File: src/hdl/hpd_pkg.sv
`timescale 1ns / 1ps

package hpd_pkg;

  // Depth of the queue between the classifier and the framer
  localparam int unsigned FifoDepth = 2;

  localparam logic [7:0]  TypeEvent   = 8'h04;
  localparam logic [7:0]  TypeAcl     = 8'h02;
  localparam logic [15:0] MaxLenReset = 16'd1021;

  // Header byte index (counted after the type byte)
  localparam logic [1:0] EvtHdrLastIdx = 2'd1;
  localparam logic [1:0] AclLenLoIdx   = 2'd2;
  localparam logic [1:0] AclHdrLastIdx = 2'd3;

  // Register select: paddr[2] is the word index
  localparam logic RegMaxPayloadLen = 1'b0;

  typedef enum logic [1:0] {
    KIND_NONE  = 2'd0,
    KIND_EVENT = 2'd1,
    KIND_ACL   = 2'd2
  } kind_e;

  typedef enum logic [2:0] {
    PH_TYPE    = 3'b001,
    PH_HEADER  = 3'b010,
    PH_PAYLOAD = 3'b100
  } phase_e;

  // Classified input byte
  typedef struct packed {
    logic [7:0] data;
    logic       is_evt;
    logic       is_acl;
  } item_t;

  // One framed output byte
  typedef struct packed {
    logic [15:0] payload_len;
    logic        too_long;
    logic        bad_type;
    logic        last;
    logic        first;
    logic        is_header;
    kind_e       kind;
    logic [7:0]  data;
  } result_t;

endpackage

File: src/hdl/hpd_front.sv
`timescale 1ns / 1ps

module hpd_front (
  input  logic           clk_i,
  input  logic           rst_ni,
  input  logic           in_valid_i,
  output logic           in_ready_o,
  input  logic [7:0]     in_data_i,
  output logic           out_valid_o,
  input  logic           out_ready_i,
  output hpd_pkg::item_t out_item_o
);

  logic           valid_q, valid_d;
  hpd_pkg::item_t item_q;
  logic           take;

  assign in_ready_o = !valid_q || out_ready_i;
  assign take       = in_valid_i && in_ready_o;

  always_comb begin
    valid_d = valid_q;
    if (take) begin
      valid_d = 1'b1;
    end else if (out_ready_i) begin
      valid_d = 1'b0;
    end
  end

  always_ff @(posedge clk_i or negedge rst_ni) begin
    if (!rst_ni) begin
      valid_q <= 1'b0;
    end else begin
      valid_q <= valid_d;
    end
  end

  // Type byte decode happens here so the framer only sees flags
  always_ff @(posedge clk_i) begin
    if (take) begin
      item_q.data   <= in_data_i;
      item_q.is_evt <= (in_data_i == hpd_pkg::TypeEvent);
      item_q.is_acl <= (in_data_i == hpd_pkg::TypeAcl);
    end
  end

  assign out_valid_o = valid_q;
  assign out_item_o  = item_q;

endmodule

File: src/hdl/hpd_fifo.sv
`timescale 1ns / 1ps

module hpd_fifo #(
  parameter int unsigned Depth = hpd_pkg::FifoDepth
) (
  input  logic           clk_i,
  input  logic           rst_ni,
  input  logic           push_valid_i,
  output logic           push_ready_o,
  input  hpd_pkg::item_t push_item_i,
  output logic           pop_valid_o,
  input  logic           pop_ready_i,
  output hpd_pkg::item_t pop_item_o
);

  localparam int unsigned PtrW = (Depth > 1) ? $clog2(Depth) : 1;
  localparam int unsigned CntW = $clog2(Depth + 1);
  localparam logic [PtrW-1:0] PtrLast = PtrW'(Depth - 1);
  localparam logic [CntW-1:0] CntFull = CntW'(Depth);

  hpd_pkg::item_t  mem_q [Depth];
  logic [PtrW-1:0] wr_ptr_q, wr_ptr_d, rd_ptr_q, rd_ptr_d;
  logic [CntW-1:0] cnt_q, cnt_d;
  logic            push, pop;

  assign push_ready_o = (cnt_q != CntFull);
  assign pop_valid_o  = (cnt_q != '0);
  assign push         = push_valid_i && push_ready_o;
  assign pop          = pop_valid_o && pop_ready_i;
  assign pop_item_o   = mem_q[rd_ptr_q];

  always_comb begin
    wr_ptr_d = wr_ptr_q;
    rd_ptr_d = rd_ptr_q;
    cnt_d    = cnt_q;
    if (push) begin
      wr_ptr_d = (wr_ptr_q == PtrLast) ? '0 : wr_ptr_q + 1'b1;
    end
    if (pop) begin
      rd_ptr_d = (rd_ptr_q == PtrLast) ? '0 : rd_ptr_q + 1'b1;
    end
    if (push && !pop) begin
      cnt_d = cnt_q + 1'b1;
    end else if (pop && !push) begin
      cnt_d = cnt_q - 1'b1;
    end
  end

  always_ff @(posedge clk_i or negedge rst_ni) begin
    if (!rst_ni) begin
      wr_ptr_q <= '0;
      rd_ptr_q <= '0;
      cnt_q    <= '0;
    end else begin
      wr_ptr_q <= wr_ptr_d;
      rd_ptr_q <= rd_ptr_d;
      cnt_q    <= cnt_d;
    end
  end

  always_ff @(posedge clk_i) begin
    if (push) begin
      mem_q[wr_ptr_q] <= push_item_i;
    end
  end

  a_cnt_range: assert property (@(posedge clk_i) disable iff (!rst_ni)
    cnt_q <= CntFull)
    else $error("queue count beyond depth");

  a_cnt_track: assert property (@(posedge clk_i) disable iff (!rst_ni)
    (push && !pop) |=> (cnt_q == $past(cnt_q) + 1'b1))
    else $error("queue count missed a push");

endmodule

File: src/hdl/hpd_back.sv
`timescale 1ns / 1ps

module hpd_back (
  input  logic             clk_i,
  input  logic             rst_ni,
  input  logic [15:0]      max_len_i,
  input  logic             in_valid_i,
  output logic             in_ready_o,
  input  hpd_pkg::item_t   in_item_i,
  output logic             out_valid_o,
  input  logic             out_ready_i,
  output hpd_pkg::result_t out_res_o
);

  hpd_pkg::phase_e  phase_q, phase_d;
  logic [15:0]      remaining_q, remaining_d;
  logic [1:0]       hdr_idx_q, hdr_idx_d;
  logic [7:0]       len_lo_q, len_lo_d;
  hpd_pkg::kind_e   kind_q, kind_d;
  logic             oversize_q, oversize_d;
  logic             out_valid_q, out_valid_d;
  hpd_pkg::result_t res_q, res_d;
  logic             take;
  logic             hdr_last;
  logic [15:0]      len;
  logic [15:0]      rem_dec;

  assign in_ready_o = !out_valid_q || out_ready_i;
  assign take       = in_valid_i && in_ready_o;

  assign hdr_last = (kind_q == hpd_pkg::KIND_EVENT) ? (hdr_idx_q == hpd_pkg::EvtHdrLastIdx)
                                                    : (hdr_idx_q == hpd_pkg::AclHdrLastIdx);
  assign len      = (kind_q == hpd_pkg::KIND_EVENT) ? {8'h00, in_item_i.data}
                                                    : {in_item_i.data, len_lo_q};
  assign rem_dec  = remaining_q - 16'd1;

  always_comb begin
    phase_d     = phase_q;
    remaining_d = remaining_q;
    hdr_idx_d   = hdr_idx_q;
    len_lo_d    = len_lo_q;
    kind_d      = kind_q;
    oversize_d  = oversize_q;

    res_d             = '0;
    res_d.data        = in_item_i.data;
    res_d.kind        = hpd_pkg::KIND_NONE;

    case (phase_q)
      hpd_pkg::PH_HEADER: begin
        res_d.kind      = kind_q;
        res_d.is_header = 1'b1;
        if (kind_q != hpd_pkg::KIND_EVENT && hdr_idx_q == hpd_pkg::AclLenLoIdx) begin
          len_lo_d = in_item_i.data;
        end
        hdr_idx_d = hdr_idx_q + 2'd1;
        if (hdr_last) begin
          res_d.payload_len = len;
          res_d.too_long    = (len > max_len_i);
          if (len == 16'd0) begin
            res_d.last  = 1'b1;
            phase_d     = hpd_pkg::PH_TYPE;
            remaining_d = '0;
            hdr_idx_d   = '0;
            len_lo_d    = '0;
            kind_d      = hpd_pkg::KIND_NONE;
            oversize_d  = 1'b0;
          end else begin
            phase_d     = hpd_pkg::PH_PAYLOAD;
            remaining_d = len;
            oversize_d  = (len > max_len_i);
            hdr_idx_d   = '0;
          end
        end
      end
      hpd_pkg::PH_PAYLOAD: begin
        res_d.kind     = kind_q;
        res_d.too_long = oversize_q;
        remaining_d    = rem_dec;
        if (rem_dec == 16'd0) begin
          res_d.last  = 1'b1;
          phase_d     = hpd_pkg::PH_TYPE;
          hdr_idx_d   = '0;
          len_lo_d    = '0;
          kind_d      = hpd_pkg::KIND_NONE;
          oversize_d  = 1'b0;
        end
      end
      default: begin
        // waiting for a type byte; unknown codes land here too
        remaining_d = '0;
        hdr_idx_d   = '0;
        len_lo_d    = '0;
        oversize_d  = 1'b0;
        if (in_item_i.is_evt || in_item_i.is_acl) begin
          kind_d          = in_item_i.is_evt ? hpd_pkg::KIND_EVENT : hpd_pkg::KIND_ACL;
          phase_d         = hpd_pkg::PH_HEADER;
          res_d.kind      = kind_d;
          res_d.is_header = 1'b1;
          res_d.first     = 1'b1;
        end else begin
          kind_d         = hpd_pkg::KIND_NONE;
          phase_d        = hpd_pkg::PH_TYPE;
          res_d.bad_type = 1'b1;
        end
      end
    endcase
  end

  always_comb begin
    out_valid_d = out_valid_q;
    if (take) begin
      out_valid_d = 1'b1;
    end else if (out_ready_i) begin
      out_valid_d = 1'b0;
    end
  end

  always_ff @(posedge clk_i or negedge rst_ni) begin
    if (!rst_ni) begin
      phase_q     <= hpd_pkg::PH_TYPE;
      remaining_q <= '0;
      hdr_idx_q   <= '0;
      len_lo_q    <= '0;
      kind_q      <= hpd_pkg::KIND_NONE;
      oversize_q  <= 1'b0;
      out_valid_q <= 1'b0;
    end else begin
      out_valid_q <= out_valid_d;
      if (take) begin
        phase_q     <= phase_d;
        remaining_q <= remaining_d;
        hdr_idx_q   <= hdr_idx_d;
        len_lo_q    <= len_lo_d;
        kind_q      <= kind_d;
        oversize_q  <= oversize_d;
      end
    end
  end

  always_ff @(posedge clk_i) begin
    if (take) begin
      res_q <= res_d;
    end
  end

  assign out_valid_o = out_valid_q;
  assign out_res_o   = res_q;

  a_payload_nonzero: assert property (@(posedge clk_i) disable iff (!rst_ni)
    (phase_q == hpd_pkg::PH_PAYLOAD) |-> (remaining_q != 16'd0))
    else $error("payload phase with nothing left");

  a_first_is_header: assert property (@(posedge clk_i) disable iff (!rst_ni)
    (out_valid_q && res_q.first) |-> (res_q.is_header && res_q.kind != hpd_pkg::KIND_NONE))
    else $error("first mark outside a type byte");

  a_hdr_last_zero: assert property (@(posedge clk_i) disable iff (!rst_ni)
    (out_valid_q && res_q.last && res_q.is_header) |-> (res_q.payload_len == 16'd0))
    else $error("last on header byte with nonzero length");

  a_bad_no_kind: assert property (@(posedge clk_i) disable iff (!rst_ni)
    (out_valid_q && res_q.bad_type) |-> (res_q.kind == hpd_pkg::KIND_NONE && !res_q.is_header))
    else $error("dropped byte tagged as packet");

endmodule

File: src/hdl/hci_h4_packet_deframer_core.sv
`timescale 1ns / 1ps

// HCI H4 deframer: takes one received UART byte per item and passes it on,
// tagged with packet kind, header/first/last marks, bad type and oversize
// flags, and the decoded payload length on the final header byte. It
// sustains one item per clock while m_axis_tready is high; an accepted
// byte passes through the input stage, the queue and the output register.
// The limit is set by the framer step that updates length and phase state
// for each byte. max_payload_len sits at address 0 and may only be written
// while no bytes are in flight.
module hci_h4_packet_deframer_core #(
  parameter int unsigned FifoDepth = hpd_pkg::FifoDepth
) (
  input  logic        clk_i,
  input  logic        rst_ni,
  // stream in
  input  logic        s_axis_tvalid,
  output logic        s_axis_tready,
  input  logic [7:0]  s_axis_tdata,   // [7:0] rx_byte
  // stream out
  output logic        m_axis_tvalid,
  input  logic        m_axis_tready,
  output logic [23:0] m_axis_tdata,   // [7:0] data_byte, [23:8] payload_len
  output logic [5:0]  m_axis_tuser,   // [1:0] packet_kind, [2] is_header, [3] first,
                                      // [4] bad_type, [5] too_long
  output logic        m_axis_tlast,
  // config
  input  logic        psel,
  input  logic        penable,
  input  logic        pwrite,
  input  logic [2:0]  paddr,
  input  logic [31:0] pwdata,
  output logic [31:0] prdata,
  output logic        pready
);

  logic [15:0]      max_len_q;
  logic             front_valid, front_ready;
  hpd_pkg::item_t   front_item;
  logic             q_valid, q_ready;
  hpd_pkg::item_t   q_item;
  hpd_pkg::result_t res;
  logic             reg_sel;
  logic             cfg_wr;

  // word index only; byte offset bits are ignored
  assign reg_sel = (paddr[2] == hpd_pkg::RegMaxPayloadLen);
  assign pready  = 1'b1;
  assign cfg_wr  = psel && penable && pwrite && pready;
  assign prdata  = reg_sel ? {16'h0000, max_len_q} : 32'h0000_0000;

  always_ff @(posedge clk_i or negedge rst_ni) begin
    if (!rst_ni) begin
      max_len_q <= hpd_pkg::MaxLenReset;
    end else if (cfg_wr && reg_sel) begin
      max_len_q <= pwdata[15:0];
    end
  end

  hpd_front u_front (
    .clk_i       (clk_i),
    .rst_ni      (rst_ni),
    .in_valid_i  (s_axis_tvalid),
    .in_ready_o  (s_axis_tready),
    .in_data_i   (s_axis_tdata),
    .out_valid_o (front_valid),
    .out_ready_i (front_ready),
    .out_item_o  (front_item)
  );

  hpd_fifo #(
    .Depth (FifoDepth)
  ) u_fifo (
    .clk_i        (clk_i),
    .rst_ni       (rst_ni),
    .push_valid_i (front_valid),
    .push_ready_o (front_ready),
    .push_item_i  (front_item),
    .pop_valid_o  (q_valid),
    .pop_ready_i  (q_ready),
    .pop_item_o   (q_item)
  );

  hpd_back u_back (
    .clk_i       (clk_i),
    .rst_ni      (rst_ni),
    .max_len_i   (max_len_q),
    .in_valid_i  (q_valid),
    .in_ready_o  (q_ready),
    .in_item_i   (q_item),
    .out_valid_o (m_axis_tvalid),
    .out_ready_i (m_axis_tready),
    .out_res_o   (res)
  );

  assign m_axis_tdata = {res.payload_len, res.data};
  assign m_axis_tuser = {res.too_long, res.bad_type, res.first, res.is_header, res.kind};
  assign m_axis_tlast = res.last;

endmodule

File: config.mk
export PLATFORM = sky130hd
export DESIGN_NAME = hci_h4_packet_deframer_core
export DESIGN_NICKNAME = d
export VERILOG_FILES = /design/src/hdl/hpd_pkg.sv /design/src/hdl/hpd_front.sv /design/src/hdl/hpd_fifo.sv /design/src/hdl/hpd_back.sv /design/src/hdl/hci_h4_packet_deframer_core.sv
export SDC_FILE = /design/constraint.sdc
export NUM_CORES = 1
export LEC_CHECK = 0
export BUFFER_PORTS_ARGS = -buffer_cell sky130_fd_sc_hd__buf_2
export CORE_MARGIN = 1.5
export CORE_UTILIZATION = 55
export CTS_CLUSTER_DIAMETER = 150
export DETAILED_ROUTE_END_ITERATION = 6
export GPL_TIMING_DRIVEN = 0
export PLACE_DENSITY = 0.8
export SETUP_SLACK_MARGIN = 0.4
export SYNTH_ARGS = -nofsm -noshare
export SYNTH_HDL_FRONTEND = slang
export SYNTH_SLANG_ARGS = --single-unit
File: constraint.sdc
create_clock -name clk_i -period 8.2 [get_ports clk_i]
set_input_delay 2.05 -clock clk_i [delete_from_list [all_inputs] [get_ports clk_i]]
set_output_delay 2.05 -clock clk_i [all_outputs]
set_load 0.005 [all_outputs]
Word-level counts from Yosys, hierarchy flattened

Memory sizes are Yosys's and may differ from the RTL's.
Index checks and enable logic that the tools add are counted.

Magnitude comparators: 1
Add/subtract/negate cells: 6
Reduce and logical (&&, ||, !) cells: 28
Muxes and demuxes: 48
Bitwise operators: 1
Equality and inequality tests: 13

Operators by type and width:

| cell                                                   | number |
|---|---|
| 2-to-1 mux 16 bit                                      | 4 |
| logical NOT 16 bit                                     | 2 |
| 2-to-1 mux 8 bit                                       | 4 |
| one-hot mux 16 bit (2 select lines)                    | 1 |
| 2-to-1 mux 2 bit                                       | 10 |
| 2-to-1 mux 1 bit                                       | 17 |
| > comparator 16 bit                                    | 1 |
| one-hot mux 8 bit (2 select lines)                     | 1 |
| subtractor 16 x 1 -> 16 bit (second input constant)    | 1 |
| logical AND 1 bit                                      | 9 |
| 2-to-1 mux 3 bit                                       | 3 |
| equality test 8 x 2 -> 1 bit (second input constant)   | 1 |
| equality test 8 x 3 -> 1 bit (second input constant)   | 1 |
| inequality test 2 x 1 -> 1 bit (second input constant) | 4 |
| one-hot mux 1 bit (2 select lines)                     | 4 |
| one-hot mux 2 bit (2 select lines)                     | 2 |
| nonzero test 2 bit                                     | 4 |
| one-hot mux 3 bit (2 select lines)                     | 1 |
| AND reduction 2 bit                                    | 3 |
| adder 2 x 1 -> 2 bit (second input constant)           | 2 |
| equality test 2 x 1 -> 1 bit (second input constant)   | 2 |
| equality test 2 bit (second input constant)            | 2 |
| logical NOT 1 bit                                      | 4 |
| 2-to-1 mux 4 bit                                       | 1 |
| other kinds (10)                                       | 13 |

Bits in writable memories: 20
Word-level logic and storage cells: 121
Input port bits: 50
Output and inout port bits: 66
Register bits after elaboration: 95
Memories: 1

Memories:

| memory       | depth | width | rd ports | clocked after Yosys merged registers in | wr ports | RTL line       | text |
|---|---|---|---|---|---|---|---|
| u_fifo.mem_q | 2     | 10    | 1        | 0                                       | 1        | hpd_fifo.sv:21 | `hpd_pkg::item_t mem_q [Depth];` |

Logic depth before layout (Yosys ltp)

Gate-level depths: netlist of run 1.

Depth in word-level cells: 6
Mapped depth: 13
Mapped depth without buffers: 12

Cells and area by module

From an unflattened synthesis of run 1, not the netlist that was laid out.

Cell total of the unflattened synthesis: 499
Area, all modules: 5878.1 um^2

Modules (own cells, without submodules):

| module                      | seq. area each (um^2) | cells an instance | area each (um^2) | instances |
|---|---|---|---|---|
| hpd_back                    | 1757.9                | 361               | 3642.2           | 1 |
| hpd_fifo                    | 700.7                 | 49                | 932.1            | 1 |
| hci_h4_packet_deframer_core | 411.6                 | 70                | 910.9            | 1 |
| hpd_front                   | 325.3                 | 19                | 392.9            | 1 |

Worst setup path before layout of run 1

OpenSTA, ideal clock, no wires.

Path type: input-to-output
Start point: in paddr[2]
End point: out prdata[10]
Buffers on the path: 2
Stages on the path: 3
Setup slack: 3526 ps
Data required time: 6150 ps
Arrival: 2624 ps
Path through: clkbuf_1 > clkbuf_1 > nor2_1

Longest elaborated chain between the ends: 1

Ends and longest elaborated chain:

| element           | RTL line                          | text |
|---|---|---|
| start, declared   | hci_h4_packet_deframer_core.sv:31 | `input logic [2:0] paddr,` |
| 2-to-1 mux 16 bit | hci_h4_packet_deframer_core.sv:50 | `assign prdata = reg_sel ? {16'h0000, max_len_q} : 32'h0000_0000;` |
| end, declared     | hci_h4_packet_deframer_core.sv:33 | `output logic [31:0] prdata,` |

No other way between the ends.

Worst setup path in the final report of run 1

Start point: in paddr[2]
End point: out prdata[11]

The elaborated chain is that of the path after synthesis.

==> results of run 1 <==
-- registers in the layout (all words and copies together) (netlist names), 3 cells and up --
register / cells
max_len_q: 16
u_back.remaining_q: 16
u_back.out_res_o: 31
u_fifo.mem_q: 20
u_front.out_item_o: 10
u_back.len_lo_q: 8
u_back.phase_q: 3
-- metal layers --
metal	global-route usage, %	share of wire [%]
met4	12.5	3.0
met5	0	0
met2	42.1	49
met1	33.3	41
met3	6.25	7.0
-- power groups by stage --
stage	clock, W	sequential [W]	combinational (W)
after floorplan	0	0.000948	0.000835
after global placement	0	0.000959	0.00114
after detailed placement	0	0.000967	0.00118
after CTS	0.000694	0.000962	0.00120
after global routing	0.000724	0.000982	0.00135
final	0.000686	0.000960	0.00123
-- cells by family after synthesis --
group	count (synthesis)	synth area share [%]
AND/OR/NAND/NOR	157	14.2
AO/OA/AOI/OAI	96	10.8
multiplexers	38	7.62
buffers and inverters	74	6.35
XOR/XNOR	12	1.80
other	2	0.129
flip-flops	115	54.8
adder cells (fa/ha/maj)	20	4.29
-- how the worst max path moves through the flow --
| stage | slack [ns] | to | depth (start not counted) | from |
|---|---|---|---|---|
| after floorplan | 3.53 | prdata[10] | 3 | paddr[2] |
| after CTS | 3.26 | prdata[4] | 4 | paddr[2] |
| final | 3.27 | prdata[11] | 4 | paddr[2] |
| after global routing | 3.19 | prdata[8] | 4 | paddr[2] |
| after global placement | 3.28 | prdata[5] | 4 | paddr[2] |
| after detailed placement | 3.27 | prdata[11] | 4 | paddr[2] |
-- synthesized netlist by cell type (4+ instances only) --
library cell,n
xor2_1,5
inv_1,35
clkbuf_1,10
a21oi_1,18
and2_1,4
o21ai_0,29
o22ai_1,4
nand3_1,4
nand4_1,4
a22o_1,12
mux2i_1,13
ha_1,20
nand2_1,23
buf_4,18
dfstp_2,10
a21o_1,9
nor2b_1,5
nand2b_1,7
mux2_2,19
xnor2_1,7
dfrtp_1,44
edfxtp_1,61
nor2_1,65
nor3_1,13
a22oi_1,6
-- cell type report --
cell class	instances	share of cell area, %
Buffer	35	3.18
Clock buffer	21	6.24
Clock inverter	11	1.64
Inverter	39	2.08
Multi-Input combinational cell	340	33.0
Sequential cell	115	45.4
Tap cell	136	2.42
Timing Repair Buffer	80	6.05
-- layout by cell type, fill, tap and decap left out, types with 5 or more instances in the layout --
cell / count
nor2_1: 65
buf_4: 19
a22oi_1: 6
clkbuf_1: 13
nor3_1: 13
mux2i_1: 13
o21ai_0: 29
clkbuf_16: 16
a21o_1: 9
nand2b_1: 7
mux2_2: 19
xnor2_1: 7
edfxtp_1: 61
nor2b_1: 5
dfstp_2: 10
a22o_1: 12
a21oi_1: 18
nand2_1: 23
conb_1: 17
buf_2: 80
ha_1: 20
inv_1: 34
xor2_1: 5
dfrtp_1: 44
-- stage by stage --
stage	total power, W	util, %
after floorplan	0.00178	-
after global placement	0.00210	62.5
after detailed placement	0.00215	62.5
after CTS	0.00286	67.8
after global routing	0.00305	68.1
final	0.00288	68.1
==> flow_summary.ini, run 1 <==
[status]
status = finished, final reports clean

[floorplan]
die_area_um2 = 11200
coreArea_um2 = 10300
chipHeight_um = 106
start_util_pct = 56.5
ios = 116
die_w_um = 106
core.rowCount = 37

[sta]
skew_ns = 0.00780
max-slew-margin-rel_pct = 38.8
clock.fmax_mhz = 203
hold_violations = 0
setup_slack_ns = 3.27
period_needed_ns = 4.93
finalSetupViolations = 0
drv_slew = 0
whs_ns = 0.448
tightestPinTransition_ns = 0.911
finalSetupTns_ns = 0
period_share_pct = 60.1
rsz0062_at_grt = false

[synth]
synth_top_area_cell = edfxtp_1
yosysWarnings = 0
netlist_area_um2 = 5830
ys_top_cells_by_area = edfxtp_1, dfrtp_1, dfstp_2
async_reset_ff_share_pct = 47.0
synth-seq-area-share_pct = 54.8
ys_types = 67
syn_avg_cell_area_um2 = 11.3
synth_edf_count = 61
synthCells = 514
synth_flop_cell = edfxtp_1
ys_ff_latch = 115
synth_top_area_share_pct = 31.4

[placement]
pre_cts_ws_ns = 3.27
dp_hpwl_um = 9700
gp_congestion = 0.905
place_area_um2 = 6450
portBuffers = 79
placed_cells = 744

[cts]
clkTransAtPathRegs_ns = 0.05
clk_latency_ns = 0.52
clockBufferDepth = 2
cts-buffers-inserted = 17
cts_setup_buffers = 0
htreeDepth = 4
ctsHoldBuffers = 0
cts_tree = done
cts_root_buf = clkbuf_8
cts_resized = 0
cts.sinks = 115

[power]
ir_worst_vdd_mv = 0.265
power.net_switching_w = 0.00113
share_comb_of_total_power_pct = 42.7
sw_frac_of_total_pct = 39.2
p_int_w = 0.00175
pwr-share-seq_pct = 33.4
pwr-share-clk_pct = 23.9
p_leak_nw = 3.17
powerDensity_nw_per_um2 = 409

[cells_and_area]
regArea_um2 = 3200
area_growth_pct = 20.7
final_cell_count_no_fill = 777
antennaDiodeCount = 0
fillCellCount = 732
multiInputGateArea_um2 = 2320
fin_area_um2 = 7030
drive_above_1_share_pct = 28.5
layout.nets = 698

[global_routing]
grt_pass1_wl_um = 22100
antenna_found_initial = 0
grt_max_degree = 55
grt_pass1_vias = 4314
track_usage_pct = 26.1
overflow = 0

[setup_path]
end_kind = primary output
worst_setup_path_start_kind = input pin
cp_common_cell = clkbuf_1
required_ns = 6.15
rr_endpoint = u_back.oversize_q$_DFFE_PN0P_
critPathMaxStageDelay_ns = 0.35
critPathMaxFanout = 10
reg2reg_slack_ns = 5.02
slowest_stage = clkbuf_1
crit_family = buffers and inverters
cp.arrival_ns = 2.88
reg2reg_depth = 7
worst-setup-path-type = input pin to primary output
worstPathCellList = clkbuf_1 > clkbuf_1 > nor2_1 > buf_2
critical_path_buf_inv_count = 3
reg2reg_from = u_fifo.cnt_q[0]$_DFFE_PN0P_

[detailed_routing]
num_vias = 4377
ant_nets = 0
wl_um = 13700
dr.pass1.iters = 6
routedWlPerCell_um = 17.6
drt_iter0_drc = 345
drc = 0
vias_per_cell = 5.63

[worst_hold_path]
hold_path.startpoint = u_front.out_item_o[2]$_DFFE_PP_
min_to = u_fifo.mem_q[0][2]$_DFFE_PP_
hp-class = flip-flop to flip-flop
worstHoldPathCells = 0

[flow_run]
cap_viol_max_count = 0
No activity file was read; power rests on OpenSTA's default activity.
==> run 2: changes to the inputs <==
- ABC_AREA: not set -> 1
- CORE_UTILIZATION: 55 -> 51
- PLACE_DENSITY: 0.8 -> 0.77
- clock period: 8.2 -> 4.5 ns (I/O delays scaled with it)
==> run 2 against run 1 <==
Effect of this change: the run now ends with design-rule violations left; count of clock-buffer cells in the layout is 4 higher; global-route usage is 3.0 points lower; wire length is 2.5% higher; synthesized cell count is 33% higher; combinational power is 120% higher; non-clock buffer count is 3 higher; sequential power is 80% higher; register-to-register slack worse by 3.2 ns; largest cell class unchanged.
==> flow_summary.ini, run 2 <==
[status]
status = finished with violations
violations = design-rule violations

[cells_and_area]
layout_common_cells = nand2_1, nor2_1, inv_1
drive_above_1_share_pct = 24.7
final_cell_count_no_fill = 956
layout.nets = 870
fin_area_um2 = 7410
area_growth_pct = 21.1
final_util_pct = 64.1
largest_register_ff_count = 31
mostFrequentLayoutCell = nand2_1
antennaDiodeCount = 0

[sta]
clock.fmax_mhz = 319
drv_slew = 0
tightestPinTransition_ns = 0.823
period_needed_ns = 3.13
hold_violations = 0
period_share_pct = 69.7
finalSetupTns_ns = 0
max-slew-margin-rel_pct = 45.0
rsz0062_at_grt = false
skew_ns = 0.00648
finalSetupViolations = 0

[floorplan]
chipHeight_um = 113
core.rowCount = 39
die_area_um2 = 12700
ios = 116
die_w_um = 113
coreArea_um2 = 11600
start_util_pct = 52.9

[synth]
netlist_area_um2 = 6120
yosysWarnings = 0
synthSimpleGateAreaFrac_pct = 22.2
ys_top_cells_by_area = edfxtp_1, dfrtp_1, nand2_1
synth_edf_count = 61
ys_types = 43
synthMuxAreaShare_pct = 0
synthCells = 686
async_reset_ff_share_pct = 47.0
synth_top_area_share_pct = 29.9
synthAdderAreaFrac_pct = 4.09
synth-seq-area-share_pct = 52.2
synth_compound_area_share_pct = 10.8
synthXorXnorAreaFrac_pct = 0.858
synth_top_family_by_area = simple AND/OR/NAND/NOR gates
synth_flop_cell = edfxtp_1
synth_top_area_cell = edfxtp_1
synth_common_cells = nand2_1, nor2_1, inv_1
syn_avg_cell_area_um2 = 8.92
synth.most_common_cell = nand2_1
ys_ff_latch = 115

[detailed_routing]
num_vias = 4956
vias_per_cell = 5.18
wl_met3_um = 777
drc = 10
ant_nets = 0
route.top_layer_used = met4
wl_met2_um = 6930
wl_met1_um = 5990
wl_um = 14100
routedWlPerCell_um = 14.7
drt_iter0_drc = 353
dr.pass1.iters = 7

[global_routing]
grt_max_degree = 55
overflow = 0
antenna_found_initial = 0
track_usage_pct = 23.1
grt_pass1_wl_um = 22600
grt_pass1_vias = 4718

[setup_path]
cp.arrival_ns = 2.01
critPathMaxFanout = 10
worstPathCellList = clkbuf_1 > clkbuf_1 > nor2_1 > buf_2
worst-setup-path-type = input pin to primary output
critPathMaxStageDelay_ns = 0.35
slowest_stage = clkbuf_1
required_ns = 3.38
worst_setup_path_start_kind = input pin
cp_common_cell = clkbuf_1
end_kind = primary output

[power]
total_power_w = 0.00578
p_leak_nw = 3.63
ir_worst_vdd_mv = 0.423
powerDensity_nw_per_um2 = 780

[cts]
clk_latency_ns = 0.42
cts_resized = 0
htreeDepth = 4
cts_tree = done
cts.sinks = 115
ctsHoldBuffers = 0
cts_setup_buffers = 0
clkTransAtPathRegs_ns = 0.05
clockBufferDepth = 2
cts_root_buf = clkbuf_16
cts-buffers-inserted = 17

[placement]
placed_cells = 924
gp_congestion = 0.882
place_area_um2 = 6790
dp_hpwl_um = 10400
portBuffers = 79

[flow_run]
cap_viol_max_count = 0

[worst_hold_path]
hp-class = flip-flop to flip-flop
## run 2: changes by cell type in the layout (fill, tap and decap cells not counted), sizes merged, moves of 13 or more
| cell | delta |
|---|---|
| nand2 | +127 |
| inv | +57 |
| nor2 | +38 |
| o21ai | +23 |
| mux2 | -22 |
| a21oi | +17 |
| mux2i | -16 |
| nand3 | +13 |
## run 2: power by group
part           total (W)  switching, W  internal (W)
combinational    0.00267       0.00178      0.000884
clock            0.00138      0.000461      0.000922
sequential       0.00173      0.000173       0.00156
## run 2: per-stage QoR
step                      setup slack, ns  hold slack (ns)
after floorplan                      1.29            0.421
after global placement              0.506            0.427
after detailed placement             1.38            0.435
after CTS                            1.38            0.447
after global routing                 1.28            0.455
final                                1.37            0.445
## run 2: area by class of cell
class                   count  area, µm²
inverters                  94        353
clock buffers              25        528
clock inverters             7       92.6
repair buffers             80        425
multi-input cells         454       2390
fillers                   932       4150
well taps                 143        179
flip-flops and latches    115       3200
plain buffers              38        245
## run 2: worst paths after layout
check	startpoint	to	slack (ns)	depth (start not counted)
min	u_front.out_item_o[2]$_DFFE_PP_	u_fifo.mem_q[0][2]$_DFFE_PP_	0.44	0
min reg2reg	u_front.out_item_o[2]$_DFFE_PP_	u_fifo.mem_q[0][2]$_DFFE_PP_	0.44	0
min in group asynchronous	rst_ni	max_len_q[10]$_DFFE_PN0P_	0.76	1
max in group asynchronous	rst_ni	u_back.len_lo_q[0]$_DFFE_PN0P_	3.25	1
max reg2reg	u_back.kind_q[0]$_DFFE_PN0P_	u_back.out_res_o[14]$_DFFE_PP_	1.86	14
max	paddr[2]	prdata[5]	1.37	4
## run 2: cells by family (layout without fill, tap and decap cells)
group / count (synthesis) / in the layout
buffers and inverters: 132 / 244
adder cells (fa/ha/maj): 20 / 20
flip-flops: 115 / 115
AO/OA/AOI/OAI: 114 / 114
XOR/XNOR: 6 / 6
other: 2 / 17
AND/OR/NAND/NOR: 297 / 297
## run 2: layer usage
metal,vias to the layer above,global-route usage (%)
met5,-,0
met4,0,10.4
met3,30,5.45
met2,163,39.2
met1,2329,28.1
li1,2434,-
## run 2: critical path: cells and delay by family
family	cells	cell delay [ns]
buf+inv	3	0.78
simple gates	1	0.10
